$ cat src/sv/tcw_pkg.sv
`timescale 1ns / 1ps
package tcw_pkg;

   localparam int COLUMNS_DEF = 80;
   localparam int ROWS_DEF    = 25;

   localparam logic [2:0] KIND_PUT     = 3'd0;
   localparam logic [2:0] KIND_CLEAR   = 3'd1;
   localparam logic [2:0] KIND_SET     = 3'd2;
   localparam logic [2:0] KIND_REPAINT = 3'd3;
   localparam logic [2:0] KIND_READ    = 3'd4;

   localparam logic [7:0] CHAR_NEWLINE   = 8'h0A;
   localparam logic [7:0] CHAR_BACKSPACE = 8'h08;
   localparam logic [7:0] CHAR_SPACE     = 8'h20;

   localparam logic [1:0] CSR_FOREGROUND = 2'd0;
   localparam logic [1:0] CSR_BACKGROUND = 2'd1;
   localparam logic [1:0] CSR_CURSOR     = 2'd2;

   localparam logic [3:0] FG_RESET = 4'd2;
   localparam logic [3:0] BG_RESET = 4'd0;

   typedef enum logic [2:0] {
      OP_NOP,
      OP_CHAR,
      OP_NEWLINE,
      OP_BACKSPACE,
      OP_CLEAR,
      OP_SET,
      OP_REPAINT,
      OP_READ
   } op_type;

   typedef enum logic [3:0] {
      ST_INIT,
      ST_IDLE,
      ST_SCROLL_RD,
      ST_SCROLL_WR,
      ST_FILL,
      ST_CLEAR,
      ST_REP_RD,
      ST_REP_WR,
      ST_READ,
      ST_DONE
   } state_type;

   typedef struct packed {
      logic [2:0]        kind;
      logic [7:0]        char_code;
      logic signed [7:0] col_request;
      logic signed [7:0] row_request;
      logic [10:0]       cell_index;
   } req_type;

   typedef struct packed {
      logic [4:0]  cursor_row;
      logic [6:0]  cursor_col;
      logic [10:0] cursor_linear;
      logic [15:0] cell_value;
      logic        cursor_enabled;
   } rsp_type;

   typedef struct packed {
      op_type      op;
      logic [7:0]  ch;
      logic [7:0]  col;
      logic [7:0]  row;
      logic [10:0] idx;
      logic        idx_ok;
   } cmd_type;

endpackage

$ cat src/sv/tcw_front.sv
`timescale 1ns / 1ps
module tcw_front import tcw_pkg::*; #(
   parameter int COLUMNS = COLUMNS_DEF,
   parameter int ROWS    = ROWS_DEF
) (
   input  logic    clock,
   input  logic    reset,
   input  logic    req_push,
   output logic    req_full,
   input  req_type req_data,
   input  logic    hold,
   output logic    cmd_valid,
   output cmd_type cmd,
   input  logic    cmd_take
);

   localparam int CELLS = COLUMNS * ROWS;

   cmd_type    q_ff [2];
   logic       wr_ptr_ff, wr_ptr_in;
   logic       rd_ptr_ff, rd_ptr_in;
   logic [1:0] cnt_ff, cnt_in;
   cmd_type    cls;
   logic       push_ok;

   // classify the request
   always_comb begin
      cls        = '0;
      cls.op     = OP_NOP;
      cls.ch     = req_data.char_code;
      cls.idx    = req_data.cell_index;
      cls.idx_ok = {6'd0, req_data.cell_index} < 17'(CELLS);
      if (req_data.col_request < 0) begin
         cls.col = 8'd0;
      end else if ({1'b0, req_data.col_request} >= 9'(COLUMNS)) begin
         cls.col = 8'(COLUMNS - 1);
      end else begin
         cls.col = req_data.col_request;
      end
      if (req_data.row_request < 0) begin
         cls.row = 8'd0;
      end else if ({1'b0, req_data.row_request} >= 9'(ROWS)) begin
         cls.row = 8'(ROWS - 1);
      end else begin
         cls.row = req_data.row_request;
      end
      case (req_data.kind)
         KIND_PUT: begin
            if (req_data.char_code == CHAR_NEWLINE) begin
               cls.op = OP_NEWLINE;
            end else if (req_data.char_code == CHAR_BACKSPACE) begin
               cls.op = OP_BACKSPACE;
            end else begin
               cls.op = OP_CHAR;
            end
         end
         KIND_CLEAR:   cls.op = OP_CLEAR;
         KIND_SET:     cls.op = OP_SET;
         KIND_REPAINT: cls.op = OP_REPAINT;
         KIND_READ:    cls.op = OP_READ;
         default:      cls.op = OP_NOP;
      endcase
   end

   assign req_full  = (cnt_ff == 2'd2) || hold;
   assign push_ok   = req_push && !req_full;
   assign cmd_valid = (cnt_ff != 2'd0);
   assign cmd       = q_ff[rd_ptr_ff];

   always_comb begin
      wr_ptr_in = wr_ptr_ff ^ push_ok;
      rd_ptr_in = rd_ptr_ff ^ cmd_take;
      cnt_in    = cnt_ff + {1'b0, push_ok} - {1'b0, cmd_take};
   end

   always_ff @(posedge clock) begin
      if (reset) begin
         wr_ptr_ff <= 1'b0;
         rd_ptr_ff <= 1'b0;
         cnt_ff    <= 2'd0;
      end else begin
         wr_ptr_ff <= wr_ptr_in;
         rd_ptr_ff <= rd_ptr_in;
         cnt_ff    <= cnt_in;
      end
   end

   always_ff @(posedge clock) begin
      if (push_ok) begin
         q_ff[wr_ptr_ff] <= cls;
      end
   end

endmodule

$ cat config.mk
export PLATFORM = sky130hd
export DESIGN_NAME = tcw_front
export DESIGN_NICKNAME = d
export VERILOG_FILES = /design/src/sv/tcw_pkg.sv /design/src/sv/tcw_front.sv
export SDC_FILE = /design/constraint.sdc
export NUM_CORES = 1
export LEC_CHECK = 0
export BUFFER_PORTS_ARGS = -buffer_cell sky130_fd_sc_hd__buf_2
export CAP_MARGIN = 25
export CORE_UTILIZATION = 45
export CTS_CLUSTER_SIZE = 30
export DETAILED_ROUTE_END_ITERATION = 16
export GPL_TIMING_DRIVEN = 0
export PLACE_DENSITY = 0.79
export SYNTH_ARGS = -nofsm -noshare
export SYNTH_HDL_FRONTEND = slang
export SYNTH_SLANG_ARGS = --single-unit
$ cat constraint.sdc
create_clock -name clock -period 2.4 [get_ports clock]
set_input_delay 0.72 -clock clock [delete_from_list [all_inputs] [get_ports clock]]
set_output_delay 0.72 -clock clock [all_outputs]
set_load 0.03 [all_outputs]
# Word level (Yosys, flattened, before mapping)
# Memories as Yosys holds them, arrays and structs flattened. A register that Yosys moved wholly into a read port is not among the register bits.
# Index checks and enable logic that the tools add are counted.
# word_totals
ff_bits	4
mem_bits_rw	78
out_inout_bits	41
wordCells	35
mem_count	1
# memory_table
name	words	word_bits	rd	rd_ports_with_merged_regs	write_ports	line	source
q_ff	2	39	1	1	1	tcw_front.sv:19	cmd_type q_ff [2];
# classes
n_addsub	2
order_cmp	5
n_eq_ne	7
muxes	10
bitwise_logic	2
reduce_logical	5
# op_table
op	n
$mux 8	4
$eq 8x4->1 const B	2
$lt 8x1->1 const B	2
$pmux 3 s5	1
$lt 11x11->1 const B	1
$ge 8x5->1 const B	1
$ge 8x7->1 const B	1
$eq 3x2->1 const B	2
$mux 2	2
$eq 3x1->1 const B	1
$eq 3x3->1 const B	1
$logic_not 3->1	1
$mux 1	3
$add 2x1->2	1
$eq 2x2->1 const B	1
$reduce_bool 2->1	1
$sub 2x1->2	1
$xor 1x1->1	2
$logic_and 1x1->1	1
$logic_not 1->1	1
$logic_or 1x1->1	1

# Depth between registers and ports, before layout
# Gate-level depths: netlist (run 1).
# depth
ltp_word	6
depth_mapped	9

# Worst setup path before layout (run 1)
# No wires, ideal clock.
# synth_path
path_type	input-to-reg
from	in hold
to	mem q_ff[1][0] in the netlist's numbering (enable)
setup_ns	0.398
t_arrival_ns	2.000
path_slack_ns	0.003
path_stages	3
n_path_buf	0
path_cell_list	a21oi_1 > and2_1 > ha_1
# synth_via
elab_chain_cells	5
# synth_lines
item	line	source
from (decl)	tcw_front.sv:11	input logic hold,
$logic_or 1x1->1	tcw_front.sv:65	assign req_full = (cnt_ff == 2'd2) || hold;
$logic_not 1->1	tcw_front.sv:66	assign push_ok = req_push && !req_full;
$logic_and 1x1->1	tcw_front.sv:66	
$mux 1	tcw_front.sv:89	if (push_ok) begin
$mux 1 (implied by the code)	tcw_front.sv:90	q_ff[wr_ptr_ff] <= cls;
to (decl)	tcw_front.sv:19	
# Every way passes these cells.

==> implementation parameters, run 1 <==
Parameter                              Value

CTS
  Resized Gates After CTS ... 0
  Post-CTS setup buffer count ... 0
  CTS sink cnt ... 78
  TritonCTS clock tree ... yes
  Cts-stage hold buffer count ... 0
  Clk root buf ... clkbuf_8
  Post-CTS clock slew at the launch and capture registers of the worst setup and hold paths ... 0.08 ns
  # H-tree levels ... 3
  Total CTS buffers ... 9
  Maximum buffer depth of the clock tree ... 2
  Worst-Skew Late Latency ... 0.34 ns

Placed design
  RePlAce Congestion ... 0.639
  Post-placement cell area ... 3780 sq um
  Number of I/O port buffers ... 81
  DPL Wire Length ... 3.33 mm
  Placed insts ... 357

Floorplan
  Floorplan core area ... 6830 sq um
  Die Span X ... 86.2 microns
  Number of primary I/O pins ... 84
  Starting density of the core ... 46.7%
  Overall die height ... 86.2 microns
  Floorplan die area ... 7430 sq um
  Number of cell rows ... 30

Route
  Routed via count divided by cell count ... 4.64
  Final WL ... 4.92 mm
  Number of nets still failing antenna checks after routing ... 0
  DRC errors left ... 0
  Wire length per cell after detailed routing ... 13.2 microns
  Initial DRC count ... 47
  Number of vias after detailed routing ... 1732
  Number of detailed-routing iterations run before antenna repair ... 4

Cells and area
  Ratio of cells with drive above 1 in the final layout ... 53.4%
  Area growth from synthesis to layout ... 24.7%
  Post-route insts no fill ... 373
  Fill cells ... 546
  Ant. Diodes ... 0
  Final design area excluding fillers ... 3980 sq um
  Number of nets in the layout ... 319

Critical path
  Critical path class ... flop to primary output
  Launching element type of the critical path ... flop
  CP Data Required Time ... 1.68 ns
  Minimum setup slack among reg-to-reg paths ... 0.73 ns
  Max incr delay on CP ... 0.36 ns
  Most used cell, CP ... buf_6
  Worst-case reg-to-reg path depth ... 9
  Signal arrival time at the worst endpoint ... 1.55 ns
  Crit path capture type ... primary output
  Critical path endpoint ... cmd[21]
  Max stage delay cell, worst path ... dfxtp_1
  R2R Path Start ... cnt_ff[0]
  Highest net fanout along the worst path ... 10
  Beginning of the critical path ... rd_ptr_ff
  Worst path cell trace ... buf_6 > buf_6 > mux2_4 > buf_2
  Reg2reg end ... cnt_ff[1]

Power and ir drop
  Ratio of total power to cell area ... 783 nW/um^2
  Clk pwr share ... 30.5%
  Internal cell power ... 2310 uW
  Static power due to leakage ... 0.00154 uW
  Switching part of the total ... 25.8%
  Sequential fraction of design power ... 51.5%
  Logic gate share of total power ... 17.9%
  Maximum VDD drop ... 0.000426 V
  P_sw ... 805 uW

Timing
  Setup Viol. Count Final ... 0
  Largest clock skew in the final design ... 0.00997 ns
  Worst hold margin ... 0.547 ns
  Number of hold-slack violations in the final timing report ... 0
  RSZ-0062 raised after global routing ... false
  Fin Setup TNS ... 0 ns
  Total count of max-transition violations in the final report ... 0
  Post-route clock period utilization ... 94.7%
  Post-layout min period ... 2.27 ns
  Maximum operating frequency ... 0.440 GHz

Yosys
  Register area share after synthesis ... 72.2%
  Cell types occupying the most area after synthesis ... edfxtp_1, mux2_4, mux2_2, dfxtp_1, nor2_1
  Area share of the largest cell type after synthesis ... 69.7%
  Mean instance size in the synthesized netlist ... 18.4 sq um
  Yosys reg bits ... 78
  Syn Inst Count ... 173
  Synth warn ... 0
  Synthesized area ... 3190 sq um
  Most common cell in the synthesized netlist ... edfxtp_1
  Most area-hungry cell type in the Yosys netlist ... edfxtp_1
  Netlist cell types ... 29
  Commonest register cell after synthesis ... edfxtp_1
  Async S/R FF share, synth ... 0%
  Most numerous cell types in the synthesized netlist ... edfxtp_1, mux2_4, mux2_2
  Number of enable flip-flop cells after synthesis ... 74

GRT
  Number of global-route vias before repair ... 1724
  Total global routing track utilization ... 14.4%
  Maximum number of pins on one net before global-route repair ... 36
  First-pass GRT wire length ... 7.94 mm
  Total overflow reported by the global router ... 0
  Initial antenna violation count ... 0

Min path
  Hold crit path type ... flop to flop

Run status
  Outcome ... complete, no violations

Job
  Max_cap viols ... 0
-- power groups by stage --
stage                     logic, uW  clock network [uW]  registers [uW]
after floorplan                 401                   0            1630
after global placement          547                   0            1640
after detailed placement        567                   0            1640
after CTS                       569                 971            1610
after global routing            599                1040            1610
final                           559                 951            1610
-- cells in the final DEF, fill, tap and decap left out, drive strengths merged, types with 3 or more instances in the layout --
cell	netlist	layout
ha	4	4
buf	6	89
and2	4	4
edfxtp	74	74
mux2	37	37
dfxtp	4	4
xnor2	3	3
clkinvlp	0	3
conb	1	6
clkbuf	0	10
nor2	15	15
nor3b	3	3
inv	4	4
-- final cells by class --
class	count	area (sq um)	area share (%)
flip-flops and latches	78	2300	57.9
clock buffers	10	138	3.46
multi-input cells	90	838	21.1
repair buffers	83	445	11.2
plain buffers	6	56.3	1.42
well taps	96	120	3.02
inverters	4	15.0	0.378
clock inverters	6	61.3	1.54
-- worst max-delay path: cells and delay by family (launching register included) --
family                 cells  cell delay, ns
DFF                        1            0.36
muxes                      1            0.32
buffers and inverters      3            0.54
-- flip-flops by register name (all words and copies together) (netlist names) --
signal / count
rd_ptr_ff: 1
wr_ptr_ff: 1
cnt_ff: 2
q_ff: 74
-- per-stage QoR --
stage / setup WS (ns) / utilization, % / power, uW
5_1_grt: 0.0536 / 58.2 / 3250
4_1_cts: 0.0940 / 58.2 / 3150
6_report: 0.127 / 58.2 / 3120
2_1_floorplan: 0.00254 / - / 2030
3_5_place_dp: 0.336 / 55.3 / 2200
3_3_place_gp: -0.618 / 54.6 / 2180
-- how the worst min path moves through the flow --
stage	from	to	slack [ns]	depth (start not counted)
after floorplan	cnt_ff[1]	cnt_ff[1]	0.50	2
after global placement	cnt_ff[1]	cnt_ff[1]	0.52	2
after detailed placement	cnt_ff[1]	cnt_ff[1]	0.52	2
after CTS	cnt_ff[1]	cnt_ff[1]	0.55	2
after global routing	req_data[1]	q_ff[0][2]	0.54	1
final	cnt_ff[1]	cnt_ff[1]	0.55	2
-- per-layer routing --
layer	vias up	track usage [%]	wire length (microns)
li1	850	-	-
met1	821	16.9	2060
met2	56	24.2	2530
met3	5	4.19	258
met4	0	7.73	72
met5	-	0	0
-- logic make-up (layout without fill, tap and decap cells) --
logic type	Yosys count	count (layout)	share of synthesized area (%)
DFF	78	78	72.2
muxes	37	37	15.4
and+or+nand+nor	32	32	5.34
buffers and inverters	10	109	2.24
AOI/OAI and AO/OA	7	7	2.00
adders and majority gates	4	4	1.57
xor gates and xnor gates	4	4	1.10
other	1	6	0.118
(Power assumes the default switching activity.)
==> run 2: changes to the inputs <==
- PLACE_DENSITY: 0.79 -> 0.76
- RECOVER_POWER: unset -> 50
- clock period: 2.4 -> 2.3 ns (I/O delays scaled with it)
==> run 2 against run 1 <==
Effect of this change:
- hold slack gained 0.0046 ns
- critical endpoint is now cmd[23]
- sequential cell count stayed put
- die area unchanged
- sequential share of layout area is 0.64 points higher
- clock skew fell by 0.0045 ns
- largest cell class unchanged
==> implementation parameters, run 2 (synthesis gave the netlist of run 1 again) <==
Parameter                              Value

Cells and area
  Leading cell type in the layout, fill and taps excluded ... edfxtp_1
  Number of nets in the layout ... 323 (+1.3%)
  Fill cells ... 589 (+7.9%)
  Ant. Diodes ... 0 (unchanged)
  Ratio of cells with drive above 1 in the final layout ... 44.8% (-8.6 points)
  Number of flip-flops in the largest register ... 74 (unchanged)
  Area growth from synthesis to layout ... 23.4%
  Largest reg by FF count ... q_ff
  Combined flip-flop and latch cell area ... 2300 sq um (unchanged)
  Largest registers ... q_ff: 74 flops, cnt_ff: 2 flops
  Commonest non-fill, non-tap cells in the layout ... edfxtp_1, buf_2, clkbuf_1
  Multi-input logic area ... 821 sq um (-2.1%)
  Final core occ ... 57.6% (-0.64 points)

Power and ir drop
  Maximum VDD drop ... 0.000353 V (-17%)
  Ratio of total power to cell area ... 800 nW/um^2 (+2.1%)
  Static power due to leakage ... 0.00150 uW (-2.5%)

Route
  Initial DRC count ... 50 (+6.4%)
  Number of nets still failing antenna checks after routing ... 0 (unchanged)
  Number of detailed-routing iterations run before antenna repair ... 4 (unchanged)
  Final WL ... 5.01 mm (+1.8%)
  Wire length per cell after detailed routing ... 13.3 microns (+0.71%)
  Number of vias after detailed routing ... 1788 (+3.2%)
  DRC errors left ... 0 (unchanged)
  Routed via count divided by cell count ... 4.74 (+2.1%)

Floorplan
  Number of cell rows ... 30 (unchanged)
  Overall die height ... 86.2 microns (unchanged)
  Starting density of the core ... 46.7% (unchanged)
  Floorplan core area ... 6830 sq um (unchanged)
  Number of primary I/O pins ... 84 (unchanged)
  Die Span X ... 86.2 microns (unchanged)
  Floorplan die area ... 7430 sq um (unchanged)

Timing
  Post-route clock period utilization ... 94.7%
  Worst hold margin ... 0.551 ns (+0.00456 ns)
  Fin Setup TNS ... 0 ns (unchanged)
  Measured slew at the worst slew-check pin ... 0.662 ns
  Number of hold-slack violations in the final timing report ... 0 (unchanged)
  Largest clock skew in the final design ... 0.00545 ns (-0.00453 ns)
  Post-layout min period ... 2.18 ns
  Slew Limit Headroom ... 54.7%
  Setup Viol. Count Final ... 0 (unchanged)
  Maximum operating frequency ... 0.459 GHz
  Total count of max-transition violations in the final report ... 0 (unchanged)
  RSZ-0062 raised after global routing ... false

Critical path
  Critical path class ... flop to primary output
  Crit path capture type ... primary output
  Worst path cell trace ... buf_6 > buf_8 > mux2_4 > buf_2
  Minimum setup slack among reg-to-reg paths ... 0.33 ns (-0.40 ns)
  Highest net fanout along the worst path ... 10 (unchanged)
  Worst-case reg-to-reg path depth ... 5 (-4)
  Max stage delay cell, worst path ... dfxtp_1
  Signal arrival time at the worst endpoint ... 1.49 ns (-0.06 ns)
  Max incr delay on CP ... 0.35 ns (about the same)
  Reg2reg end ... q_ff[0][30]
  Launching element type of the critical path ... flop
  CP Data Required Time ... 1.61 ns (-0.07 ns)
  R2R Path Start ... cnt_ff[0]

CTS
  CTS sink cnt ... 78 (unchanged)
  # H-tree levels ... 3 (unchanged)
  Maximum buffer depth of the clock tree ... 2 (unchanged)
  Worst-Skew Late Latency ... 0.32 ns (-0.02 ns)
  Cts-stage hold buffer count ... 0 (unchanged)
  Total CTS buffers ... 9 (unchanged)
  TritonCTS clock tree ... yes
  Clk root buf ... clkbuf_8
  Post-CTS clock slew at the launch and capture registers of the worst setup and hold paths ... 0.07 ns (about the same)

Min path
  Hold Path Origin ... req_data[0]
  Hold-critical path depth ... 1 (-1)
  Hold crit path type ... input port to flop
  End point of the most critical hold path ... q_ff[0][1]

Placed design
  RePlAce Congestion ... 0.658 (+3.1%)
  Number of I/O port buffers ... 81 (unchanged)
  DPL Wire Length ... 3.38 mm (+1.4%)

GRT
  Maximum number of pins on one net before global-route repair ... 37 (+2.8%)
  Number of global-route vias before repair ... 1675 (-2.8%)
  Initial antenna violation count ... 0 (unchanged)
  First-pass GRT wire length ... 7.71 mm (-2.8%)
  Total overflow reported by the global router ... 0 (unchanged)
  Total global routing track utilization ... 14.1% (-0.37 points)

Job
  Max_cap viols ... 0 (unchanged)

Run status
  Outcome ... complete, no violations
==> run 2: cell count changes in the layout (fill, tap and decap cells not counted), sizes merged <==
cell	delta
buf	-16
bufinv	-1
clkbuf	+25
clkinv	-1
clkinvlp	-3
==> run 2: area by class of cell <==
cell class	instances	area share, %
plain buffers	6	1.62
clock buffers	15	4.23
repair buffers	87	11.2
inverters	4	0.382
well taps	96	3.05
multi-input cells	90	20.9
flip-flops and latches	78	58.5
clock inverters	1	0.127
==> run 2: stage by stage <==
stage | cells | cell area, sq um | total power [uW] | setup slack [ns]
CTS | 373 | 3950 | 3180 | 0.0262
detailed placement | 357 | 3780 | 2300 | 0.141
finish | 377 | 3930 | 3150 | 0.122
global route | 377 | 3930 | 3280 | 0.0284
floorplan | 178 | 3210 | 2120 | -0.0675
global placement | 355 | 3730 | 2280 | -0.686
==> run 2: worst max path at each step <==
stage | startpoint | to | slack (ns) | depth (start not counted)
after global placement | hold | q_ff[0][25] | -0.69 | 4
after floorplan | hold | q_ff[1][0] | -0.07 | 3
final | rd_ptr_ff | cmd[23] | 0.12 | 4
after CTS | rd_ptr_ff | cmd[20] | 0.03 | 4
after global routing | rd_ptr_ff | cmd[21] | 0.03 | 4
after detailed placement | hold | q_ff[0][20] | 0.14 | 5
==> run 2: worst max-delay path, delay by kind of cell (launching register included) <==
family   cells  cell delay (ns)
buf+inv      3             0.50
flops        1             0.35
mux          1             0.31
==> run 2: timing repair <==
item | in CTS | in global routing
gates resized for setup | 0 | 2
setup endpoints to repair | 0 | 19
endpoints found under the hold margin | 0 | 0
buffers inserted | 0 | 4
==> run 2: report_power, final <==
part	internal (uW)	switching (uW)
Combinational	238	349
Sequential	1650	23.8
Clock	452	432
==> run 2: layer usage <==
metal	share of wire [%]	vias to the layer above	GRT usage, %
li1	-	855	-
met1	39	865	14.7
met2	54	58	25.3
met3	5.2	10	4.38
met4	1.8	0	7.58
met5	0	-	0
==> run 3: changes to the inputs <==
- clock period: 2.3 -> 2.6 ns (I/O delays scaled with it)
==> run 3 against run 2 <==
Effect of this change:
- combinational power decreased by 14%
- global-route usage is the same
- count of clock-buffer cells in the layout stayed put
- design area decreased by 1.0%
- critical path depth did not move
- first-iteration DRC count decreased by 10%
- die area unchanged
- setup slack improved by 0.17 ns
- cell count fell by 1.1%
- sequential power shrank 12%
- register-to-register slack better by 0.09 ns
- critical path type unchanged
- critical endpoint unchanged
==> implementation parameters, run 3 (synthesis gave the netlist of run 1 again) <==
Parameter                              Value

Run status
  Outcome ... complete, no violations

Power and ir drop
  Static power due to leakage ... 0.00148 uW (-1.5%)
  Maximum VDD drop ... 0.000313 V (-11%)
  Ratio of total power to cell area ... 711 nW/um^2 (-11%)

CTS
  Total CTS buffers ... 9 (unchanged)
  Worst-Skew Late Latency ... 0.32 ns (about the same)
  Clk root buf ... clkbuf_8
  CTS sink cnt ... 78 (unchanged)
  TritonCTS clock tree ... yes
  Post-CTS clock slew at the launch and capture registers of the worst setup and hold paths ... 0.07 ns (about the same)
  Post-CTS setup buffer count ... 0 (unchanged)
  Maximum buffer depth of the clock tree ... 2 (unchanged)
  Resized Gates After CTS ... 0 (unchanged)
  Cts-stage hold buffer count ... 0 (unchanged)
  # H-tree levels ... 3 (unchanged)

Floorplan
  Floorplan core area ... 6830 sq um (unchanged)
  Starting density of the core ... 46.7% (unchanged)
  Overall die height ... 86.2 microns (unchanged)
  Floorplan die area ... 7430 sq um (unchanged)
  Die Span X ... 86.2 microns (unchanged)
  Number of cell rows ... 30 (unchanged)
  Number of primary I/O pins ... 84 (unchanged)

Critical path
  Worst-case reg-to-reg path depth ... 5 (unchanged)
  Launching element type of the critical path ... flop
  Minimum setup slack among reg-to-reg paths ... 0.42 ns (+0.09 ns)
  Reg2reg end ... q_ff[1][31]
  CP Data Required Time ... 1.82 ns (+0.21 ns)
  R2R Path Start ... cnt_ff[0]
  Highest net fanout along the worst path ... 10 (unchanged)
  Critical path class ... flop to primary output
  Crit path capture type ... primary output
  Signal arrival time at the worst endpoint ... 1.53 ns (+0.04 ns)

Timing
  Post-layout min period ... 2.31 ns
  Total count of max-transition violations in the final report ... 0 (unchanged)
  Post-route setup slack ... 0.290 ns (+0.168 ns)
  Fin Setup TNS ... 0 ns (unchanged)
  Worst hold margin ... 0.566 ns (+0.0145 ns)
  Largest clock skew in the final design ... 0.00568 ns (+0.000234 ns)
  Measured slew at the worst slew-check pin ... 0.993 ns (+0.331 ns)
  Number of hold-slack violations in the final timing report ... 0 (unchanged)
  Post-route clock period utilization ... 88.8%
  Setup Viol. Count Final ... 0 (unchanged)
  Maximum operating frequency ... 0.433 GHz
  Slew Limit Headroom ... 33.8% (-21 points)
  RSZ-0062 raised after global routing ... false

Job
  Max_cap viols ... 0 (unchanged)

Cells and area
  Commonest non-fill, non-tap cells in the layout ... edfxtp_1, buf_2, clkbuf_1
  Final design area excluding fillers ... 3890 sq um (-1.0%)
  Leading cell type in the layout, fill and taps excluded ... edfxtp_1
  Post-route insts no fill ... 373 (-1.1%)
  Ant. Diodes ... 0 (unchanged)
  Largest registers ... q_ff: 74 flops, cnt_ff: 2 flops
  Largest reg by FF count ... q_ff
  Number of flip-flops in the largest register ... 74 (unchanged)
  Area growth from synthesis to layout ... 22.1%
  Number of nets in the layout ... 319 (-1.2%)
  Ratio of cells with drive above 1 in the final layout ... 44.0% (-0.80 points)

GRT
  Total global routing track utilization ... 14.1% (unchanged)
  Met2 Track Usage GR ... 25.3% (unchanged)
  Met3 GRT Util ... 4.38% (unchanged)
  Most Crowded Layer GR ... met2
  First-pass GRT wire length ... 7.71 mm (unchanged)
  Maximum number of pins on one net before global-route repair ... 37 (unchanged)
  Total overflow reported by the global router ... 0 (unchanged)
  Initial antenna violation count ... 0 (unchanged)
  Number of global-route vias before repair ... 1675 (unchanged)
  Global routing usage on met1 ... 14.7% (unchanged)

Placed design
  DPL Wire Length ... 3.38 mm (unchanged)
  RePlAce Congestion ... 0.658 (unchanged)
  Placed insts ... 357 (unchanged)
  Post-placement cell area ... 3780 sq um (unchanged)
  Number of I/O port buffers ... 81 (unchanged)
  Setup WS pre-CTS ... 0.351 ns (+0.210 ns)

Route
  Final WL ... 4.98 mm (-0.62%)
  Number of vias after detailed routing ... 1765 (-1.3%)
  Initial DRC count ... 45 (-10%)
  Number of detailed-routing iterations run before antenna repair ... 4 (unchanged)
  Routed via count divided by cell count ... 4.73 (-0.23%)
  Wire length per cell after detailed routing ... 13.3 microns (+0.45%)
  Number of nets still failing antenna checks after routing ... 0 (unchanged)
  DRC errors left ... 0 (unchanged)

Min path
  Hold-critical path depth ... 3 (+2)
  Hold Path Origin ... wr_ptr_ff
  Hold crit path type ... flop to flop
  End point of the most critical hold path ... wr_ptr_ff
[run 3: cell types whose count changed in the layout (fill, tap and decap cells not counted)]
cell      previous run  this run
clkbuf_2             0         1
buf_6                1         3
buf_4                7         3
buf_8                2         0
clkbuf_4             1         0
[run 3: area by class of cell]
cell class	instances	area, sq um
flip-flops and latches	78	2300
well taps	96	120
inverters	4	15.0
clock inverters	1	5.00
clock buffers	15	166
plain buffers	6	56.3
fillers	593	2940
multi-input cells	90	821
repair buffers	83	407
[run 3: how the worst max path moves through the flow]
| stage | startpoint | to | slack [ns] | cells past startpoint |
|---|---|---|---|---|
| 6_report | rd_ptr_ff | cmd[23] | 0.29 | 4 |
| 2_1_floorplan | hold | q_ff[1][0] | 0.14 | 3 |
| 4_1_cts | rd_ptr_ff | cmd[20] | 0.24 | 4 |
| 5_1_grt | rd_ptr_ff | cmd[21] | 0.18 | 4 |
| 3_3_place_gp | hold | q_ff[0][25] | -0.48 | 4 |
| 3_5_place_dp | hold | q_ff[0][20] | 0.35 | 5 |
[run 3: metal layers]
layer | wire length, microns | up-vias
met1 | 1970 | 857
met3 | 259 | 7
li1 | - | 847
met2 | 2680 | 54
met5 | 0 | -
met4 | 65 | 0
[run 3: critical path, stage by stage (launching register included)]
cell and delay [ns]:
dfxtp_1 0.35, buf_6 0.16, buf_6 0.19, mux2_4 0.32, buf_2 0.18
[run 3: power breakdown]
group	switching [uW]	internal, uW	total (uW)	leakage, uW
clock network	378	400	778	0.0000877
registers	21.0	1460	1480	0.000712
logic	307	201	507	0.000681
total	706	2060	2770	0.00148
[run 3: through the flow]
stage                     util [%]  power (uW)
after floorplan                  -        1880
after global placement        54.6        2020
after detailed placement      55.3        2040
after CTS                     57.8        2820
after global routing          57.0        2890
final                         57.0        2770
